<file path="src/rtl/assert_macros.svh">
// Assertion helpers shared by the RTL.
`ifndef ASSERT_MACROS_SVH
`define ASSERT_MACROS_SVH

// Same-cycle implication, disabled during reset.
`define RAFA_ASSERT_IMP(lbl, clk, rst_n, ante, cons) \
	lbl: assert property (@(posedge clk) disable iff (!rst_n) (ante) |-> (cons)) \
		else $error("assertion failed");

// Next-cycle implication, disabled during reset.
`define RAFA_ASSERT_NXT(lbl, clk, rst_n, ante, cons) \
	lbl: assert property (@(posedge clk) disable iff (!rst_n) (ante) |=> (cons)) \
		else $error("assertion failed");

`endif

</file>
<file path="src/rtl/rafa_pkg.sv">
`timescale 1ns / 1ps

package rafa_pkg;

	localparam int SMP_W   = 12;
	localparam int SUM_W   = 20;
	localparam int AVG_W   = 12;
	localparam int VOLT_W  = 35;
	localparam int CFG_W   = 24;
	localparam int CFG_IDX_W = 3;

	localparam int MUL_A_W = 36;
	localparam int MUL_B_W = 24;
	localparam int PROD_W  = MUL_A_W + MUL_B_W;
	localparam int ACC_W   = 46;
	localparam int DVD_W   = 44;
	localparam int DSR_W   = 25;
	localparam int DIV_CNT_W = 6;

	localparam int REF_UV  = 1200000;
	localparam int SLOPE_UV_PER_C = 4300;
	localparam int T25_MC  = 25000;
	localparam int MILLI   = 1000;

	localparam logic [17:0] GAIN_A_RST = 18'd131351;
	localparam logic [17:0] GAIN_B_RST = 18'd132048;
	localparam logic [17:0] GAIN_C_RST = 18'd131769;
	localparam logic [23:0] COND_HI_RST = 24'd1729618;
	localparam logic [23:0] COND_LO_RST = 24'd35696;
	localparam logic signed [20:0] OFF_HI_RST = 21'sd150000;
	localparam logic signed [20:0] OFF_LO_RST = 21'sd2800;
	localparam logic [10:0] V25_RST = 11'd1405;

	typedef enum logic [CFG_IDX_W-1:0] {
		CFG_GAIN_A  = 3'd0,
		CFG_GAIN_B  = 3'd1,
		CFG_GAIN_C  = 3'd2,
		CFG_COND_HI = 3'd3,
		CFG_COND_LO = 3'd4,
		CFG_OFF_HI  = 3'd5,
		CFG_OFF_LO  = 3'd6,
		CFG_V25     = 3'd7
	} cfg_idx_t;

	typedef enum logic [4:0] {
		ST_IDLE,
		ST_AVG,
		ST_AVG_WR,
		ST_V_M1,
		ST_V_M2,
		ST_V_D,
		ST_V_WR,
		ST_T1,
		ST_T2,
		ST_T3,
		ST_T4,
		ST_T5,
		ST_T6,
		ST_T7,
		ST_T_WR,
		ST_S1,
		ST_S2,
		ST_S3,
		ST_S4,
		ST_S5,
		ST_S6,
		ST_S7,
		ST_DONE,
		ST_DIV
	} state_t;

	typedef struct packed {
		logic [SMP_W-1:0] sample_a;
		logic [SMP_W-1:0] sample_b;
		logic [SMP_W-1:0] sample_c;
		logic [SMP_W-1:0] sample_temp;
		logic [SMP_W-1:0] sample_ref;
	} frame_t;

	typedef struct packed {
		logic [23:0]        voltage_uv;
		logic signed [31:0] current_high_na;
		logic signed [31:0] current_low_na;
		logic signed [23:0] temperature_mc;
		logic               ref_zero;
	} result_t;

endpackage

</file>
<file path="src/rtl/ratiometric_adc_frame_averager.sv">
`timescale 1ns / 1ps
// Ratiometric ADC frame averager.
// in_valid/in_ready/in_data: one scan frame (a, b, c, temperature, reference)
// per request. out_valid/out_ready/out_data: one result per FRAMES_PER_RESULT
// frames. cfg_we/cfg_index/cfg_data: register writes, taken at once. The user
// must write only while the block is idle; the block does not enforce it.
// Frames other than the last of a group are summed in the accept cycle;
// such frames can be taken every cycle. The last frame of a group starts a
// sequence run on one 36x24 multiplier and one restoring divider (one
// quotient bit per cycle, three divisions by the reference average and one
// for the temperature; the averages come from a reciprocal multiply). When
// the reference average is zero the sequence ends after the averages.
// in_ready is low during the sequence, so no frame of the next group is
// taken before the result is loaded into the output register.
// The result sits in an output register; a stalled receiver holds it while
// new frames are summed. A further finished result waits in the sequencer
// until the register frees, with in_ready low.
// Reset clears sums, frame count and output valid, and loads the register
// defaults. No memory, no clearing pass.
`include "assert_macros.svh"

module ratiometric_adc_frame_averager #(
	parameter int FRAMES_PER_RESULT = 32
) (
	input  logic                               clk,
	input  logic                               arst_n,
	input  logic                               in_valid,
	output logic                               in_ready,
	input  rafa_pkg::frame_t                   in_data,
	output logic                               out_valid,
	input  logic                               out_ready,
	output rafa_pkg::result_t                  out_data,
	input  logic                               cfg_we,
	input  logic [rafa_pkg::CFG_IDX_W-1:0]     cfg_index,
	input  logic [rafa_pkg::CFG_W-1:0]         cfg_data
);

	localparam int CNT_W   = $clog2(FRAMES_PER_RESULT);
	localparam int SUM_W   = rafa_pkg::SUM_W;
	localparam int AVG_W   = rafa_pkg::AVG_W;
	localparam int VOLT_W  = rafa_pkg::VOLT_W;
	localparam int MUL_A_W = rafa_pkg::MUL_A_W;
	localparam int MUL_B_W = rafa_pkg::MUL_B_W;
	localparam int PROD_W  = rafa_pkg::PROD_W;
	localparam int ACC_W   = rafa_pkg::ACC_W;
	localparam int DVD_W   = rafa_pkg::DVD_W;
	localparam int DSR_W   = rafa_pkg::DSR_W;
	localparam int DIV_CNT_W = rafa_pkg::DIV_CNT_W;
	localparam logic [CNT_W-1:0] LAST_FRAME = CNT_W'(FRAMES_PER_RESULT - 1);
	// avg = (sum * ceil(2^k / N)) >> k, exact for every SUM_W-bit sum
	localparam int AVG_SHIFT = SUM_W + CNT_W;
	localparam logic [MUL_B_W-1:0] AVG_RECIP = MUL_B_W'(((longint'(1) << AVG_SHIFT)
		+ longint'(FRAMES_PER_RESULT) - 1) / longint'(FRAMES_PER_RESULT));

	rafa_pkg::state_t state_q, state_d, ret_q;
	logic [2:0]       sel_q;

	logic [17:0]        gain_a_q, gain_b_q, gain_c_q;
	logic [23:0]        cond_hi_q, cond_lo_q;
	logic signed [20:0] off_hi_q, off_lo_q;
	logic [10:0]        v25_q;

	logic [SUM_W-1:0] sum_a_q, sum_b_q, sum_c_q, sum_t_q, sum_r_q;
	logic [CNT_W-1:0] frame_cnt_q;

	logic [AVG_W-1:0]  avg_a_q, avg_b_q, avg_c_q, avg_t_q, avg_r_q;
	logic [VOLT_W-1:0] v_a_q, v_b_q, v_c_q;
	logic [PROD_W-1:0] prod_q;
	logic [ACC_W-1:0]  acc_q;
	logic [47:0]       p1_q;
	logic              neg_q;
	logic              zero_q;
	logic signed [23:0] temp_q;
	logic signed [31:0] cur_hi_q, cur_lo_q;

	logic [DVD_W-1:0]     div_quo_q;
	logic [DSR_W-1:0]     div_rem_q, div_dsr_q;
	logic [DIV_CNT_W-1:0] div_cnt_q;

	logic              out_valid_q;
	rafa_pkg::result_t out_q;

	logic in_acc, last_frame, out_load;
	logic st_idle, out_clear;

	logic [MUL_A_W-1:0] mul_a;
	logic [MUL_B_W-1:0] mul_b;
	logic [SUM_W-1:0]   sum_sel;
	logic [17:0]        gain_sel;
	logic [AVG_W-1:0]   avg_sel;
	logic [AVG_W-1:0]   avg_new;
	logic [23:0]        cond_sel;
	logic signed [20:0] off_sel;
	logic [VOLT_W-1:0]  vx_sel, vy_sel;

	logic [DSR_W:0]   rem_sh;
	logic [DSR_W+1:0] div_diff;
	logic             div_fits;

	logic signed [34:0] t_num;
	logic [34:0]        t_abs;
	logic signed [45:0] t_sq, t_val;
	logic signed [23:0] t_sat;
	logic signed [35:0] dv;
	logic [34:0]        dv_abs;
	logic [ACC_W-1:0]   s_q;
	logic signed [47:0] s_sq, s_val;
	logic signed [31:0] s_sat;
	logic [23:0]        v_sat;
	rafa_pkg::result_t  res;

	assign in_acc     = in_valid && in_ready;
	assign last_frame = (frame_cnt_q == LAST_FRAME);
	assign out_load   = (state_q == rafa_pkg::ST_DONE) && (!out_valid_q || out_ready);
	assign out_valid  = out_valid_q;
	assign out_data   = out_q;
	assign avg_new    = prod_q[AVG_SHIFT +: AVG_W];
	assign st_idle    = (state_q == rafa_pkg::ST_IDLE);
	assign out_clear  = (out_q.voltage_uv == '0) && (out_q.current_high_na == '0)
		&& (out_q.current_low_na == '0) && (out_q.temperature_mc == '0);

	always_comb begin
		case (sel_q)
			3'd0: begin
				sum_sel = sum_a_q; gain_sel = gain_a_q; avg_sel = avg_a_q;
			end
			3'd1: begin
				sum_sel = sum_b_q; gain_sel = gain_b_q; avg_sel = avg_b_q;
			end
			3'd2: begin
				sum_sel = sum_c_q; gain_sel = gain_c_q; avg_sel = avg_c_q;
			end
			3'd3: begin
				sum_sel = sum_t_q; gain_sel = '0; avg_sel = avg_t_q;
			end
			3'd4: begin
				sum_sel = sum_r_q; gain_sel = '0; avg_sel = avg_r_q;
			end
			default: begin
				sum_sel = '0; gain_sel = '0; avg_sel = '0;
			end
		endcase
		// sel 0: high shunt (a - b), sel 1: low shunt (b - c)
		cond_sel = sel_q[0] ? cond_lo_q : cond_hi_q;
		off_sel  = sel_q[0] ? off_lo_q : off_hi_q;
		vx_sel   = sel_q[0] ? v_b_q : v_a_q;
		vy_sel   = sel_q[0] ? v_c_q : v_b_q;
	end

	// shared multiplier operands
	always_comb begin
		case (state_q)
			rafa_pkg::ST_AVG: begin
				mul_a = MUL_A_W'(sum_sel); mul_b = AVG_RECIP;
			end
			rafa_pkg::ST_V_M1: begin
				mul_a = MUL_A_W'(gain_sel); mul_b = MUL_B_W'(avg_sel);
			end
			rafa_pkg::ST_V_M2: begin
				mul_a = MUL_A_W'(prod_q[29:0]); mul_b = MUL_B_W'(rafa_pkg::REF_UV);
			end
			rafa_pkg::ST_T1: begin
				mul_a = MUL_A_W'(v25_q); mul_b = MUL_B_W'(rafa_pkg::MILLI);
			end
			rafa_pkg::ST_T2: begin
				mul_a = MUL_A_W'(prod_q[20:0]); mul_b = MUL_B_W'(avg_r_q);
			end
			rafa_pkg::ST_T3: begin
				mul_a = MUL_A_W'(avg_t_q); mul_b = MUL_B_W'(rafa_pkg::REF_UV);
			end
			rafa_pkg::ST_T5: begin
				mul_a = MUL_A_W'(acc_q[32:0]); mul_b = MUL_B_W'(rafa_pkg::MILLI);
			end
			rafa_pkg::ST_T6: begin
				mul_a = MUL_A_W'(avg_r_q); mul_b = MUL_B_W'(rafa_pkg::SLOPE_UV_PER_C);
			end
			rafa_pkg::ST_S2: begin
				mul_a = MUL_A_W'(acc_q[23:0]); mul_b = cond_sel;
			end
			rafa_pkg::ST_S3: begin
				mul_a = MUL_A_W'(acc_q[34:24]); mul_b = cond_sel;
			end
			rafa_pkg::ST_S5: begin
				mul_a = acc_q[35:0]; mul_b = MUL_B_W'(rafa_pkg::MILLI);
			end
			rafa_pkg::ST_S6: begin
				mul_a = MUL_A_W'(p1_q[23:0]); mul_b = MUL_B_W'(rafa_pkg::MILLI);
			end
			default: begin
				mul_a = '0; mul_b = '0;
			end
		endcase
	end

	// restoring divider step
	assign rem_sh   = {div_rem_q, div_quo_q[DVD_W-1]};
	assign div_diff = {1'b0, rem_sh} - {2'b00, div_dsr_q};
	assign div_fits = !div_diff[DSR_W+1];

	// temperature
	assign t_num = $signed({2'b00, acc_q[32:0]}) - $signed({2'b00, prod_q[32:0]});
	assign t_abs = t_num[34] ? 35'(-t_num) : 35'(t_num);
	assign t_sq  = $signed({2'b00, div_quo_q});
	assign t_val = (neg_q ? -t_sq : t_sq) + 46'(rafa_pkg::T25_MC);
	always_comb begin
		if (t_val > 46'sd8388607) begin
			t_sat = 24'sh7FFFFF;
		end else if (t_val < -46'sd8388608) begin
			t_sat = -24'sd8388608;
		end else begin
			t_sat = t_val[23:0];
		end
	end

	// shunt currents
	assign dv     = $signed({1'b0, vx_sel}) - $signed({1'b0, vy_sel});
	assign dv_abs = dv[35] ? 35'(-dv) : 35'(dv);
	assign s_q    = acc_q + ACC_W'(prod_q[33:24]);
	assign s_sq   = $signed({2'b00, s_q});
	assign s_val  = (neg_q ? -s_sq : s_sq) + {{27{off_sel[20]}}, off_sel};
	always_comb begin
		if (s_val > 48'sd2147483647) begin
			s_sat = 32'sh7FFFFFFF;
		end else if (s_val < -48'sd2147483648) begin
			s_sat = 32'sh80000000;
		end else begin
			s_sat = s_val[31:0];
		end
	end

	assign v_sat = (|v_c_q[VOLT_W-1:24]) ? 24'hFFFFFF : v_c_q[23:0];

	always_comb begin
		if (zero_q) begin
			res = '0;
			res.ref_zero = 1'b1;
		end else begin
			res.voltage_uv      = v_sat;
			res.current_high_na = cur_hi_q;
			res.current_low_na  = cur_lo_q;
			res.temperature_mc  = temp_q;
			res.ref_zero        = 1'b0;
		end
	end

	// next state
	always_comb begin
		state_d  = state_q;
		in_ready = (state_q == rafa_pkg::ST_IDLE);
		case (state_q)
			rafa_pkg::ST_IDLE: begin
				if (in_valid && last_frame) begin
					state_d = rafa_pkg::ST_AVG;
				end
			end
			rafa_pkg::ST_AVG:  state_d = rafa_pkg::ST_AVG_WR;
			rafa_pkg::ST_AVG_WR: begin
				if (sel_q == 3'd4) begin
					state_d = (avg_new == '0) ? rafa_pkg::ST_DONE
						: rafa_pkg::ST_V_M1;
				end else begin
					state_d = rafa_pkg::ST_AVG;
				end
			end
			rafa_pkg::ST_V_M1: state_d = rafa_pkg::ST_V_M2;
			rafa_pkg::ST_V_M2: state_d = rafa_pkg::ST_V_D;
			rafa_pkg::ST_V_D:  state_d = rafa_pkg::ST_DIV;
			rafa_pkg::ST_V_WR: begin
				state_d = (sel_q == 3'd2) ? rafa_pkg::ST_T1 : rafa_pkg::ST_V_M1;
			end
			rafa_pkg::ST_T1:   state_d = rafa_pkg::ST_T2;
			rafa_pkg::ST_T2:   state_d = rafa_pkg::ST_T3;
			rafa_pkg::ST_T3:   state_d = rafa_pkg::ST_T4;
			rafa_pkg::ST_T4:   state_d = rafa_pkg::ST_T5;
			rafa_pkg::ST_T5:   state_d = rafa_pkg::ST_T6;
			rafa_pkg::ST_T6:   state_d = rafa_pkg::ST_T7;
			rafa_pkg::ST_T7:   state_d = rafa_pkg::ST_DIV;
			rafa_pkg::ST_T_WR: state_d = rafa_pkg::ST_S1;
			rafa_pkg::ST_S1:   state_d = rafa_pkg::ST_S2;
			rafa_pkg::ST_S2:   state_d = rafa_pkg::ST_S3;
			rafa_pkg::ST_S3:   state_d = rafa_pkg::ST_S4;
			rafa_pkg::ST_S4:   state_d = rafa_pkg::ST_S5;
			rafa_pkg::ST_S5:   state_d = rafa_pkg::ST_S6;
			rafa_pkg::ST_S6:   state_d = rafa_pkg::ST_S7;
			rafa_pkg::ST_S7: begin
				state_d = sel_q[0] ? rafa_pkg::ST_DONE : rafa_pkg::ST_S1;
			end
			rafa_pkg::ST_DONE: begin
				if (out_load) begin
					state_d = rafa_pkg::ST_IDLE;
				end
			end
			rafa_pkg::ST_DIV: begin
				if (div_cnt_q == DIV_CNT_W'(DVD_W - 1)) begin
					state_d = ret_q;
				end
			end
			default: state_d = rafa_pkg::ST_IDLE;
		endcase
	end

	always_ff @(posedge clk or negedge arst_n) begin
		if (!arst_n) begin
			state_q <= rafa_pkg::ST_IDLE;
		end else begin
			state_q <= state_d;
		end
	end

	// configuration registers
	always_ff @(posedge clk or negedge arst_n) begin
		if (!arst_n) begin
			gain_a_q  <= rafa_pkg::GAIN_A_RST;
			gain_b_q  <= rafa_pkg::GAIN_B_RST;
			gain_c_q  <= rafa_pkg::GAIN_C_RST;
			cond_hi_q <= rafa_pkg::COND_HI_RST;
			cond_lo_q <= rafa_pkg::COND_LO_RST;
			off_hi_q  <= rafa_pkg::OFF_HI_RST;
			off_lo_q  <= rafa_pkg::OFF_LO_RST;
			v25_q     <= rafa_pkg::V25_RST;
		end else if (cfg_we) begin
			case (rafa_pkg::cfg_idx_t'(cfg_index))
				rafa_pkg::CFG_GAIN_A:  gain_a_q  <= cfg_data[17:0];
				rafa_pkg::CFG_GAIN_B:  gain_b_q  <= cfg_data[17:0];
				rafa_pkg::CFG_GAIN_C:  gain_c_q  <= cfg_data[17:0];
				rafa_pkg::CFG_COND_HI: cond_hi_q <= cfg_data;
				rafa_pkg::CFG_COND_LO: cond_lo_q <= cfg_data;
				rafa_pkg::CFG_OFF_HI:  off_hi_q  <= cfg_data[20:0];
				rafa_pkg::CFG_OFF_LO:  off_lo_q  <= cfg_data[20:0];
				rafa_pkg::CFG_V25:     v25_q     <= cfg_data[10:0];
				default: ;
			endcase
		end
	end

	// control: sums, counters, sequencer bookkeeping
	always_ff @(posedge clk or negedge arst_n) begin
		if (!arst_n) begin
			sum_a_q     <= '0;
			sum_b_q     <= '0;
			sum_c_q     <= '0;
			sum_t_q     <= '0;
			sum_r_q     <= '0;
			frame_cnt_q <= '0;
			sel_q       <= '0;
			ret_q       <= rafa_pkg::ST_IDLE;
			div_cnt_q   <= '0;
			zero_q      <= 1'b0;
			out_valid_q <= 1'b0;
		end else begin
			if (in_acc) begin
				sum_a_q     <= sum_a_q + SUM_W'(in_data.sample_a);
				sum_b_q     <= sum_b_q + SUM_W'(in_data.sample_b);
				sum_c_q     <= sum_c_q + SUM_W'(in_data.sample_c);
				sum_t_q     <= sum_t_q + SUM_W'(in_data.sample_temp);
				sum_r_q     <= sum_r_q + SUM_W'(in_data.sample_ref);
				frame_cnt_q <= last_frame ? '0 : frame_cnt_q + 1'b1;
				sel_q       <= '0;
			end
			case (state_q)
				rafa_pkg::ST_V_D: begin
					ret_q <= rafa_pkg::ST_V_WR;
					div_cnt_q <= '0;
				end
				rafa_pkg::ST_T7: begin
					ret_q <= rafa_pkg::ST_T_WR;
					div_cnt_q <= '0;
				end
				rafa_pkg::ST_DIV: div_cnt_q <= div_cnt_q + 1'b1;
				rafa_pkg::ST_AVG_WR: begin
					if (sel_q == 3'd4) begin
						sel_q   <= '0;
						zero_q  <= (avg_new == '0);
						sum_a_q <= '0;
						sum_b_q <= '0;
						sum_c_q <= '0;
						sum_t_q <= '0;
						sum_r_q <= '0;
					end else begin
						sel_q <= sel_q + 3'd1;
					end
				end
				rafa_pkg::ST_V_WR: sel_q <= (sel_q == 3'd2) ? 3'd0 : sel_q + 3'd1;
				rafa_pkg::ST_T_WR: sel_q <= '0;
				rafa_pkg::ST_S7:   sel_q <= 3'd1;
				default: ;
			endcase
			if (out_load) begin
				out_valid_q <= 1'b1;
			end else if (out_ready) begin
				out_valid_q <= 1'b0;
			end
		end
	end

	// datapath
	always_ff @(posedge clk) begin
		prod_q <= PROD_W'(mul_a) * PROD_W'(mul_b);
		case (state_q)
			rafa_pkg::ST_V_D: begin
				div_quo_q <= DVD_W'(prod_q[50:16]);
				div_dsr_q <= DSR_W'(avg_r_q);
				div_rem_q <= '0;
			end
			rafa_pkg::ST_T7: begin
				div_quo_q <= acc_q[DVD_W-1:0];
				div_dsr_q <= prod_q[DSR_W-1:0];
				div_rem_q <= '0;
			end
			rafa_pkg::ST_DIV: begin
				div_rem_q <= div_fits ? div_diff[DSR_W-1:0] : rem_sh[DSR_W-1:0];
				div_quo_q <= {div_quo_q[DVD_W-2:0], div_fits};
			end
			rafa_pkg::ST_AVG_WR: begin
				case (sel_q)
					3'd0: avg_a_q <= avg_new;
					3'd1: avg_b_q <= avg_new;
					3'd2: avg_c_q <= avg_new;
					3'd3: avg_t_q <= avg_new;
					3'd4: avg_r_q <= avg_new;
					default: ;
				endcase
			end
			rafa_pkg::ST_V_WR: begin
				case (sel_q)
					3'd0: v_a_q <= div_quo_q[VOLT_W-1:0];
					3'd1: v_b_q <= div_quo_q[VOLT_W-1:0];
					3'd2: v_c_q <= div_quo_q[VOLT_W-1:0];
					default: ;
				endcase
			end
			rafa_pkg::ST_T3: acc_q <= ACC_W'(prod_q[32:0]);
			rafa_pkg::ST_T4: begin
				neg_q <= t_num[34];
				acc_q <= ACC_W'(t_abs);
			end
			rafa_pkg::ST_T6: acc_q <= ACC_W'(prod_q[43:0]);
			rafa_pkg::ST_T_WR: temp_q <= t_sat;
			rafa_pkg::ST_S1: begin
				neg_q <= dv[35];
				acc_q <= ACC_W'(dv_abs);
			end
			rafa_pkg::ST_S3: p1_q <= prod_q[47:0];
			rafa_pkg::ST_S4: acc_q <= ACC_W'(prod_q[34:0]) + ACC_W'(p1_q[47:24]);
			rafa_pkg::ST_S6: acc_q <= prod_q[ACC_W-1:0];
			rafa_pkg::ST_S7: begin
				if (sel_q[0]) begin
					cur_lo_q <= s_sat;
				end else begin
					cur_hi_q <= s_sat;
				end
			end
			default: ;
		endcase
		if (out_load) begin
			out_q <= res;
		end
	end

	`RAFA_ASSERT_NXT(a_mid_frame_stays_idle, clk, arst_n, in_acc && !last_frame, st_idle)
	`RAFA_ASSERT_IMP(a_div_nonzero, clk, arst_n, state_q == rafa_pkg::ST_DIV, div_dsr_q != '0)
	`RAFA_ASSERT_IMP(a_zero_result, clk, arst_n, out_valid_q && out_q.ref_zero, out_clear)
	`RAFA_ASSERT_NXT(a_load_sets_valid, clk, arst_n, out_load, out_valid_q && st_idle)

endmodule
</file>
<file path="config.mk">
export PLATFORM = sky130hd
export DESIGN_NAME = ratiometric_adc_frame_averager
export DESIGN_NICKNAME = d
export VERILOG_FILES = /design/src/rtl/rafa_pkg.sv /design/src/rtl/ratiometric_adc_frame_averager.sv
export VERILOG_INCLUDE_DIRS = /design/src /design/src/rtl
export SDC_FILE = /design/constraint.sdc
export NUM_CORES = 2
export LEC_CHECK = 0
export ABC_AREA = 1
export BUFFER_PORTS_ARGS = -buffer_cell sky130_fd_sc_hd__buf_2
export CORE_MARGIN = 4
export CORE_UTILIZATION = 50
export DETAILED_ROUTE_END_ITERATION = 8
export GPL_ROUTABILITY_DRIVEN = 0
export PLACE_DENSITY = 0.7
export SETUP_SLACK_MARGIN = 0.2
export SYNTH_ARGS = -nofsm -noshare
export SYNTH_HDL_FRONTEND = slang
export SYNTH_SLANG_ARGS = --single-unit
</file>
<file path="constraint.sdc">
create_clock -name clk -period 18.2 [get_ports clk]
set_clock_uncertainty 0.1 [all_clocks]
set_input_delay 1.82 -clock clk [delete_from_list [all_inputs] [get_ports clk]]
set_output_delay 1.82 -clock clk [all_outputs]
set_load 0.05 [all_outputs]
</file>
### Word level (Yosys, flattened, before mapping)

Cells that the tools add are included.
Widths: inputs -> output; s select.

* register bits: 887
* bits of input ports: 92
* output and inout port bits: 115
* logic and storage cells: 204

* $add $sub $neg: 19
* multiply operators: 1
* $lt $le $gt $ge: 4
* equal/unequal tests: 39
* multiplexer cells: 56
* bitwise operators: 1
* reductions and logical operators: 41

Operators by type and width (number)
* $pmux 36 s12: 1
* $mux 20: 15
* $pmux 46 s6: 1
* $pmux 24 s7: 1
* $mux 35: 4
* $pmux 44 s3: 1
* $pmux 5 s23: 1
* $add 20x12->20: 5
* $pmux 20 s5: 1
* $pmux 25 s2: 2
* $mux 24: 3
* $mux 32: 2
* $pmux 12 s5: 1
* $pmux 18 s3: 1
* $mul 36x24->51: 1
* $add 48x48->48: 1
* $gt 48x32->1 const B: 1
* $lt 48x32->1 const B: 1
* $mux 48: 1
* $neg 46->48: 1
* $add 46x10->46: 1
* $add 46x16->46 const B: 1
* $gt 46x24->1 const B: 1
* $lt 46x24->1 const B: 1
* other kinds (47): 112

### Logic depth before layout (Yosys ltp)

* depth in word-level cells: 7
* mapped depth: 50
* depth with buffers taken out: 47

### Worst setup path after synthesis

OpenSTA, ideal clock, no wires.

* path type: reg-to-reg
* start: register state_q[1]
* end: register prod_q[47]
* library setup time: 0.123 ns
* arrival: 11.357 ns
* required time: 17.977 ns
* path slack: 6.619 ns
* stages on the path, launching flop included: 40
* path buffers: 2
* period minus slack after synthesis: 11.581 ns
* path through: dfrtp_1 inv_1 nand2_1 nor3_1 inv_1 clkbuf_1 o22ai_1 a221oi_1 nand2_1 nor2_1 inv_1 clkbuf_1 nand2_1 fa_1 inv_1 fa_1 inv_1 fa_1 (+4 left out) inv_1 fa_1 inv_1 ha_1 nand2_1 nor2_1 inv_1 nor4_1 a21oi_1 o21ai_0 nand3_1 nand2_1 nand2_1 o21ai_0 nand2_1 nand2_1 a21oi_1 xor2_1

* word-level cells in the longest chain between the ends: 4
* elaborated cells between the ends (all ways): 18
* those cells by class: mul (1); eq/ne (12); mux (2); reduce/logical (3)

RTL lines
* from (decl): line ratiometric_adc_frame_averager.sv:55 `rafa_pkg::state_t state_q, state_d, ret_q;`
* from (signal assigned): line ratiometric_adc_frame_averager.sv:304 `state_q <= rafa_pkg::ST_IDLE;`
* from (signal assigned): line ratiometric_adc_frame_averager.sv:306 `state_q <= state_d;`
* $eq 5x5->1, or another cell as far along: line ratiometric_adc_frame_averager.sv:152 `case (state_q)`
* $reduce_or 4->1 (no source line) / $reduce_or 2->1 (equally long branches)
* $pmux 24 s7: line ratiometric_adc_frame_averager.sv:152
* $mul 36x24->51 (*): line ratiometric_adc_frame_averager.sv:398 `prod_q <= PROD_W'(mul_a) * PROD_W'(mul_b);`
* to (signal assigned): line ratiometric_adc_frame_averager.sv:398
* to (decl): line ratiometric_adc_frame_averager.sv:68 `logic [PROD_W-1:0] prod_q;`

Mark *: on every way between the ends. The rest lies on a longest branch, timed or not.
A chain may end at the register's enable or synchronous reset.

### Worst setup path in the final report

* start: register sel_q[0]
* end: register prod_q[47]

* word-level cells in the longest chain between the ends: 4
* elaborated cells between the ends (all ways): 12
* those cells by class: mul (1); eq/ne (4); mux (6); reduce/logical (1)

RTL lines
* from (decl): line ratiometric_adc_frame_averager.sv:56 `logic [2:0] sel_q;`
* from (signal assigned): line ratiometric_adc_frame_averager.sv:380 `sel_q <= sel_q + 3'd1;`
* from (signal assigned): line ratiometric_adc_frame_averager.sv:383 `rafa_pkg::ST_V_WR: sel_q <= (sel_q == 3'd2) ? 3'd0 : sel_q + 3'd1;`
* $eq 3x3->1, or another cell as far along: line ratiometric_adc_frame_averager.sv:123 `case (sel_q)`
* $pmux 20 s5, or another cell as far along: line ratiometric_adc_frame_averager.sv:123
* $pmux 36 s12 / $pmux 24 s7 (equally long branches): line ratiometric_adc_frame_averager.sv:152
* $mul 36x24->51 (*): line ratiometric_adc_frame_averager.sv:398

Marks and branches as above.

==> summary.txt <==
Timing
  – Final TNS setup: 0 ns
  – Worst-margin pin slew: 1.257 ns
  – Fin crit share: 66.05%
  – Unrepaired setup endpoints after global routing: false
  – Peak Freq: 83.19 MHz
  – Final Max Slew Viols: 0
  – Hold Vio Cnt, Final: 0
  – Tmin final: 12.02 ns
  – Relative slew slack: 15.86%
  – Hold WS: roughly 0.38 ns
  – Setup violators final: 0

Critical path
  – Slowest cell on crit path: dfrtp_4
  – CP Max Fanout: 52
  – Data required, critical path: between 15 and 20 ns
  – Crit. End Element: register
  – Most Frequent Cell on Critical Path: nand2_1
  – Max incr delay on CP: between 0.8 and 0.9 ns
  – Arr. time, crit path: 12.46 ns
  – Kind of critical path: reg2reg
  – Startpoint types: register

Die
  – Core area: about 160,000 um2
  – Num rows: 148
  – Starting Density: about half
  – Die Y: between 400 and 500 um
  – Die Wd: 413.2 um
  – IO Count: 207
  – Die Area: 170,800 um2

Global route
  – GRT overflow: 0
  – Vias in the first global route: approximately 73,000
  – Aggregate global-route resource usage: 32.81%
  – First-pass GRT wire length: 428.9 mm
  – Initial antenna violation count: 16
  – Largest net degree at the start of global routing: 167

CTS
  – Hold Buf Count CTS: 0
  – H-tree depth: 3
  – CTS max path bufs: 3
  – Worst-skew pair later-pin latency: 0.74 ns
  – CTS tree: built
  – # clock sinks: between 800 and 900
  – Post_cts resized: 0
  – Number of buffers created by CTS: 96
  – Clock transition at the registers of the reported paths: 0.06 ns
  – CTS root buf: clkbuf_16
  – Post-CTS setup buffer count: 0

Power and ir drop
  – VDD IR max: 156.9 uV
  – Pwr dens: 87.18 nW/um2
  – Total power draw: 7.796 mW
  – Static leakage: between 40 and 50 nW

Placed design
  – DP HPWL: 221.8 mm
  – Placed Cells: around 13,000
  – Port Buffers: between 200 and 250
  – Cell Area, Placed: 86,150 um2

Cells and area
  – Fin cells: 12,950
  – Sequential cell area: between 20,000 and 25,000 um2
  – Commonest non-fill, non-tap cell in the layout: nand2_1
  – Share of layout cells above drive strength 1: 6.226%
  – # fillers: 15,060
  – Most frequent cells in the layout: 2,394 x nand2_1, 1,974 x inv_1, 1,036 x nor2_1
  – Synthesis-to-finish area growth: 8.905%
  – Finished Cell Area: just under 90,000 um2
  – Final #Nets: roughly 12,000
  – Area of the multi-input gates: 49,340 um2

Logic synthesis
  – EDFF count, synth: between 500 and 600
  – Seq/Total Area, Yosys: 30.10%
  – Syn_area_per_cell: 7.879 um2
  – Post-Syn Instances: roughly 10,000
  – Synth Warn #: 0
  – Synthesized area: 82,110 um2
  – Top FF cell, synth: edfxtp_1
  – Count of cell types in the netlist: 77
  – Yosys reg bits: 884
  – Ys async rst share: 31.45%

Route
  – WL final: ~280 mm
  – Antenna-violating nets left: 0
  – Per-cell routed wire length: 21.83 um
  – DRC: 17
  – Via Count: 74,700
  – DR pass1 iterations: 9
  – Vias per cell: 5.769
  – Starting DRT DRC Count: 9,105

Status
  – Status: complete, but fails checks
  – Failing checks: design-rule violations

Job
  – MaxCap Viol Count: 0

Min path
  – Worst hold path class: reg2reg
-- registers in the layout, indices dropped and copies added (netlist names), 21 cells and up --
| signal | cells |
|---|---|
| off_lo_q | 21 |
| cur_lo_q | 32 |
| cur_hi_q | 32 |
| v_b_q | 35 |
| div_dsr_q | 25 |
| cond_lo_q | 24 |
| v_c_q | 35 |
| temp_q | 24 |
| v_a_q | 35 |
| prod_q | 51 |
| div_rem_q | 25 |
| cond_hi_q | 24 |
| p1_q | 48 |
| off_hi_q | 21 |
| acc_q | 46 |
| div_quo_q | 44 |
| out_data | 113 |
-- layout make-up --
cell class | instances | area share, %
Tap cell | 2175 | 3.043
Inverter | 2012 | 8.445
Timing Repair Buffer | 307 | 2.026
Sequential cell | 884 | 27.65
Multi-Input combinational cell | 7383 | 55.18
Antenna cell | 12 | 0.03358
Clock inverter | 44 | 0.5443
Clock buffer | 131 | 3.081
-- worst max-delay path: cells and delay by family, from the launching register on --
kind / cells / cell delay (ns)
adders and majority gates: 9 / 4.10
and+or+nand+nor: 12 / 2.63
xor gates and xnor gates: 1 / 0.14
AOI/OAI and AO/OA: 7 / 1.63
buffers and inverters: 10 / 2.36
DFF: 1 / 0.85
-- cells by family (layout without fill, tap and decap cells) --
| kind of cell | Yosys count | after routing | share of synthesized area (%) |
|---|---|---|---|
| DFF | 884 | 884 | 30.10 |
| xor gates and xnor gates | 320 | 320 | 3.441 |
| muxes | 39 | 39 | 0.4754 |
| and+or+nand+nor | 4261 | 4261 | 21.29 |
| buffers and inverters | 2294 | 2494 | 10.61 |
| AOI/OAI and AO/OA | 1513 | 1513 | 10.56 |
| other | 2 | 153 | 0.009146 |
| adders and majority gates | 1109 | 1109 | 23.51 |
-- routing by layer --
layer / vias up / track usage, % / part of all wire [%]
li1: 33450 / - / -
met1: 35520 / 41.81 / 37
met2: 4604 / 49.18 / 42
met3: 1112 / 10.66 / 13
met4: 16 / 18.54 / 7.1
met5: - / 0 / 0.083
-- cell usage after synthesis, types with 8 or more instances --
| cell type | n | share of area (%) |
|---|---|---|
| nand2_1 | 2396 | 11 |
| inv_1 | 1977 | 9.0 |
| nor2_1 | 1055 | 4.8 |
| fa_1 | 723 | 18 |
| o21ai_0 | 565 | 3.4 |
| edfxtp_1 | 555 | 20 |
| a21oi_1 | 528 | 3.2 |
| nand3_1 | 427 | 2.6 |
| ha_1 | 386 | 5.9 |
| clkbuf_1 | 241 | 1.1 |
| dfrtp_1 | 221 | 6.7 |
| xor2_1 | 211 | 2.3 |
| nand4_1 | 110 | 0.84 |
| nor3_1 | 109 | 0.66 |
| xnor2_1 | 106 | 1.1 |
| dfstp_2 | 57 | 1.8 |
| o22ai_1 | 55 | 0.42 |
| dfxtp_1 | 51 | 1.2 |
| a221oi_1 | 44 | 0.47 |
| o211ai_1 | 44 | 0.40 |
| o221ai_1 | 43 | 0.46 |
| mux2i_1 | 39 | 0.48 |
| a31oi_1 | 38 | 0.29 |
| nor4_1 | 32 | 0.24 |
| o21a_1 | 32 | 0.29 |
| o21bai_1 | 30 | 0.27 |
| or2_2 | 30 | 0.23 |
| nor2_2 | 25 | 0.19 |
| a21o_1 | 22 | 0.20 |
| nand2_2 | 19 | 0.14 |
| o2111ai_1 | 19 | 0.20 |
| clkinv_1 | 18 | 0.082 |
| inv_2 | 17 | 0.078 |
| o21ai_1 | 17 | 0.10 |
| a211oi_1 | 15 | 0.14 |
| buf_1 | 14 | 0.064 |
| buf_2 | 14 | 0.085 |
| a21boi_0 | 11 | 0.10 |
| nand3b_1 | 11 | 0.10 |
| buf_6 | 10 | 0.14 |
| and3_1 | 8 | 0.061 |
-- path summary, 6_finish.rpt --
check                      cells past startpoint  slack (ns)    endpoint  startpoint
max                                           39        6.18  prod_q[47]    sel_q[0]
min                                            2        0.38    ret_q[3]    ret_q[3]
max reg2reg                                   39        6.18  prod_q[47]    sel_q[0]
min reg2reg                                    2        0.38    ret_q[3]    ret_q[3]
max in group asynchronous                      2       15.40      zero_q      arst_n
min in group asynchronous                      1        1.07  sum_t_q[3]      arst_n
-- power breakdown --
group	total, mW	internal [mW]	switching (mW)	leakage (nW)
clock network	2.02	1.15	0.867	1.58
logic	3.21	1.13	2.08	32.4
registers	2.57	2.37	0.192	8.68
-- through the flow --
step | setup slack [ns] | util [%]
2_1_floorplan | 6.619 | -
3_5_place_dp | 6.645 | 52.87
5_1_grt | 5.545 | 54.86
3_3_place_gp | 6.928 | 52.87
4_1_cts | 6.546 | 54.86
6_report | 6.179 | 54.88
Power figures use the tool's default switching activity.
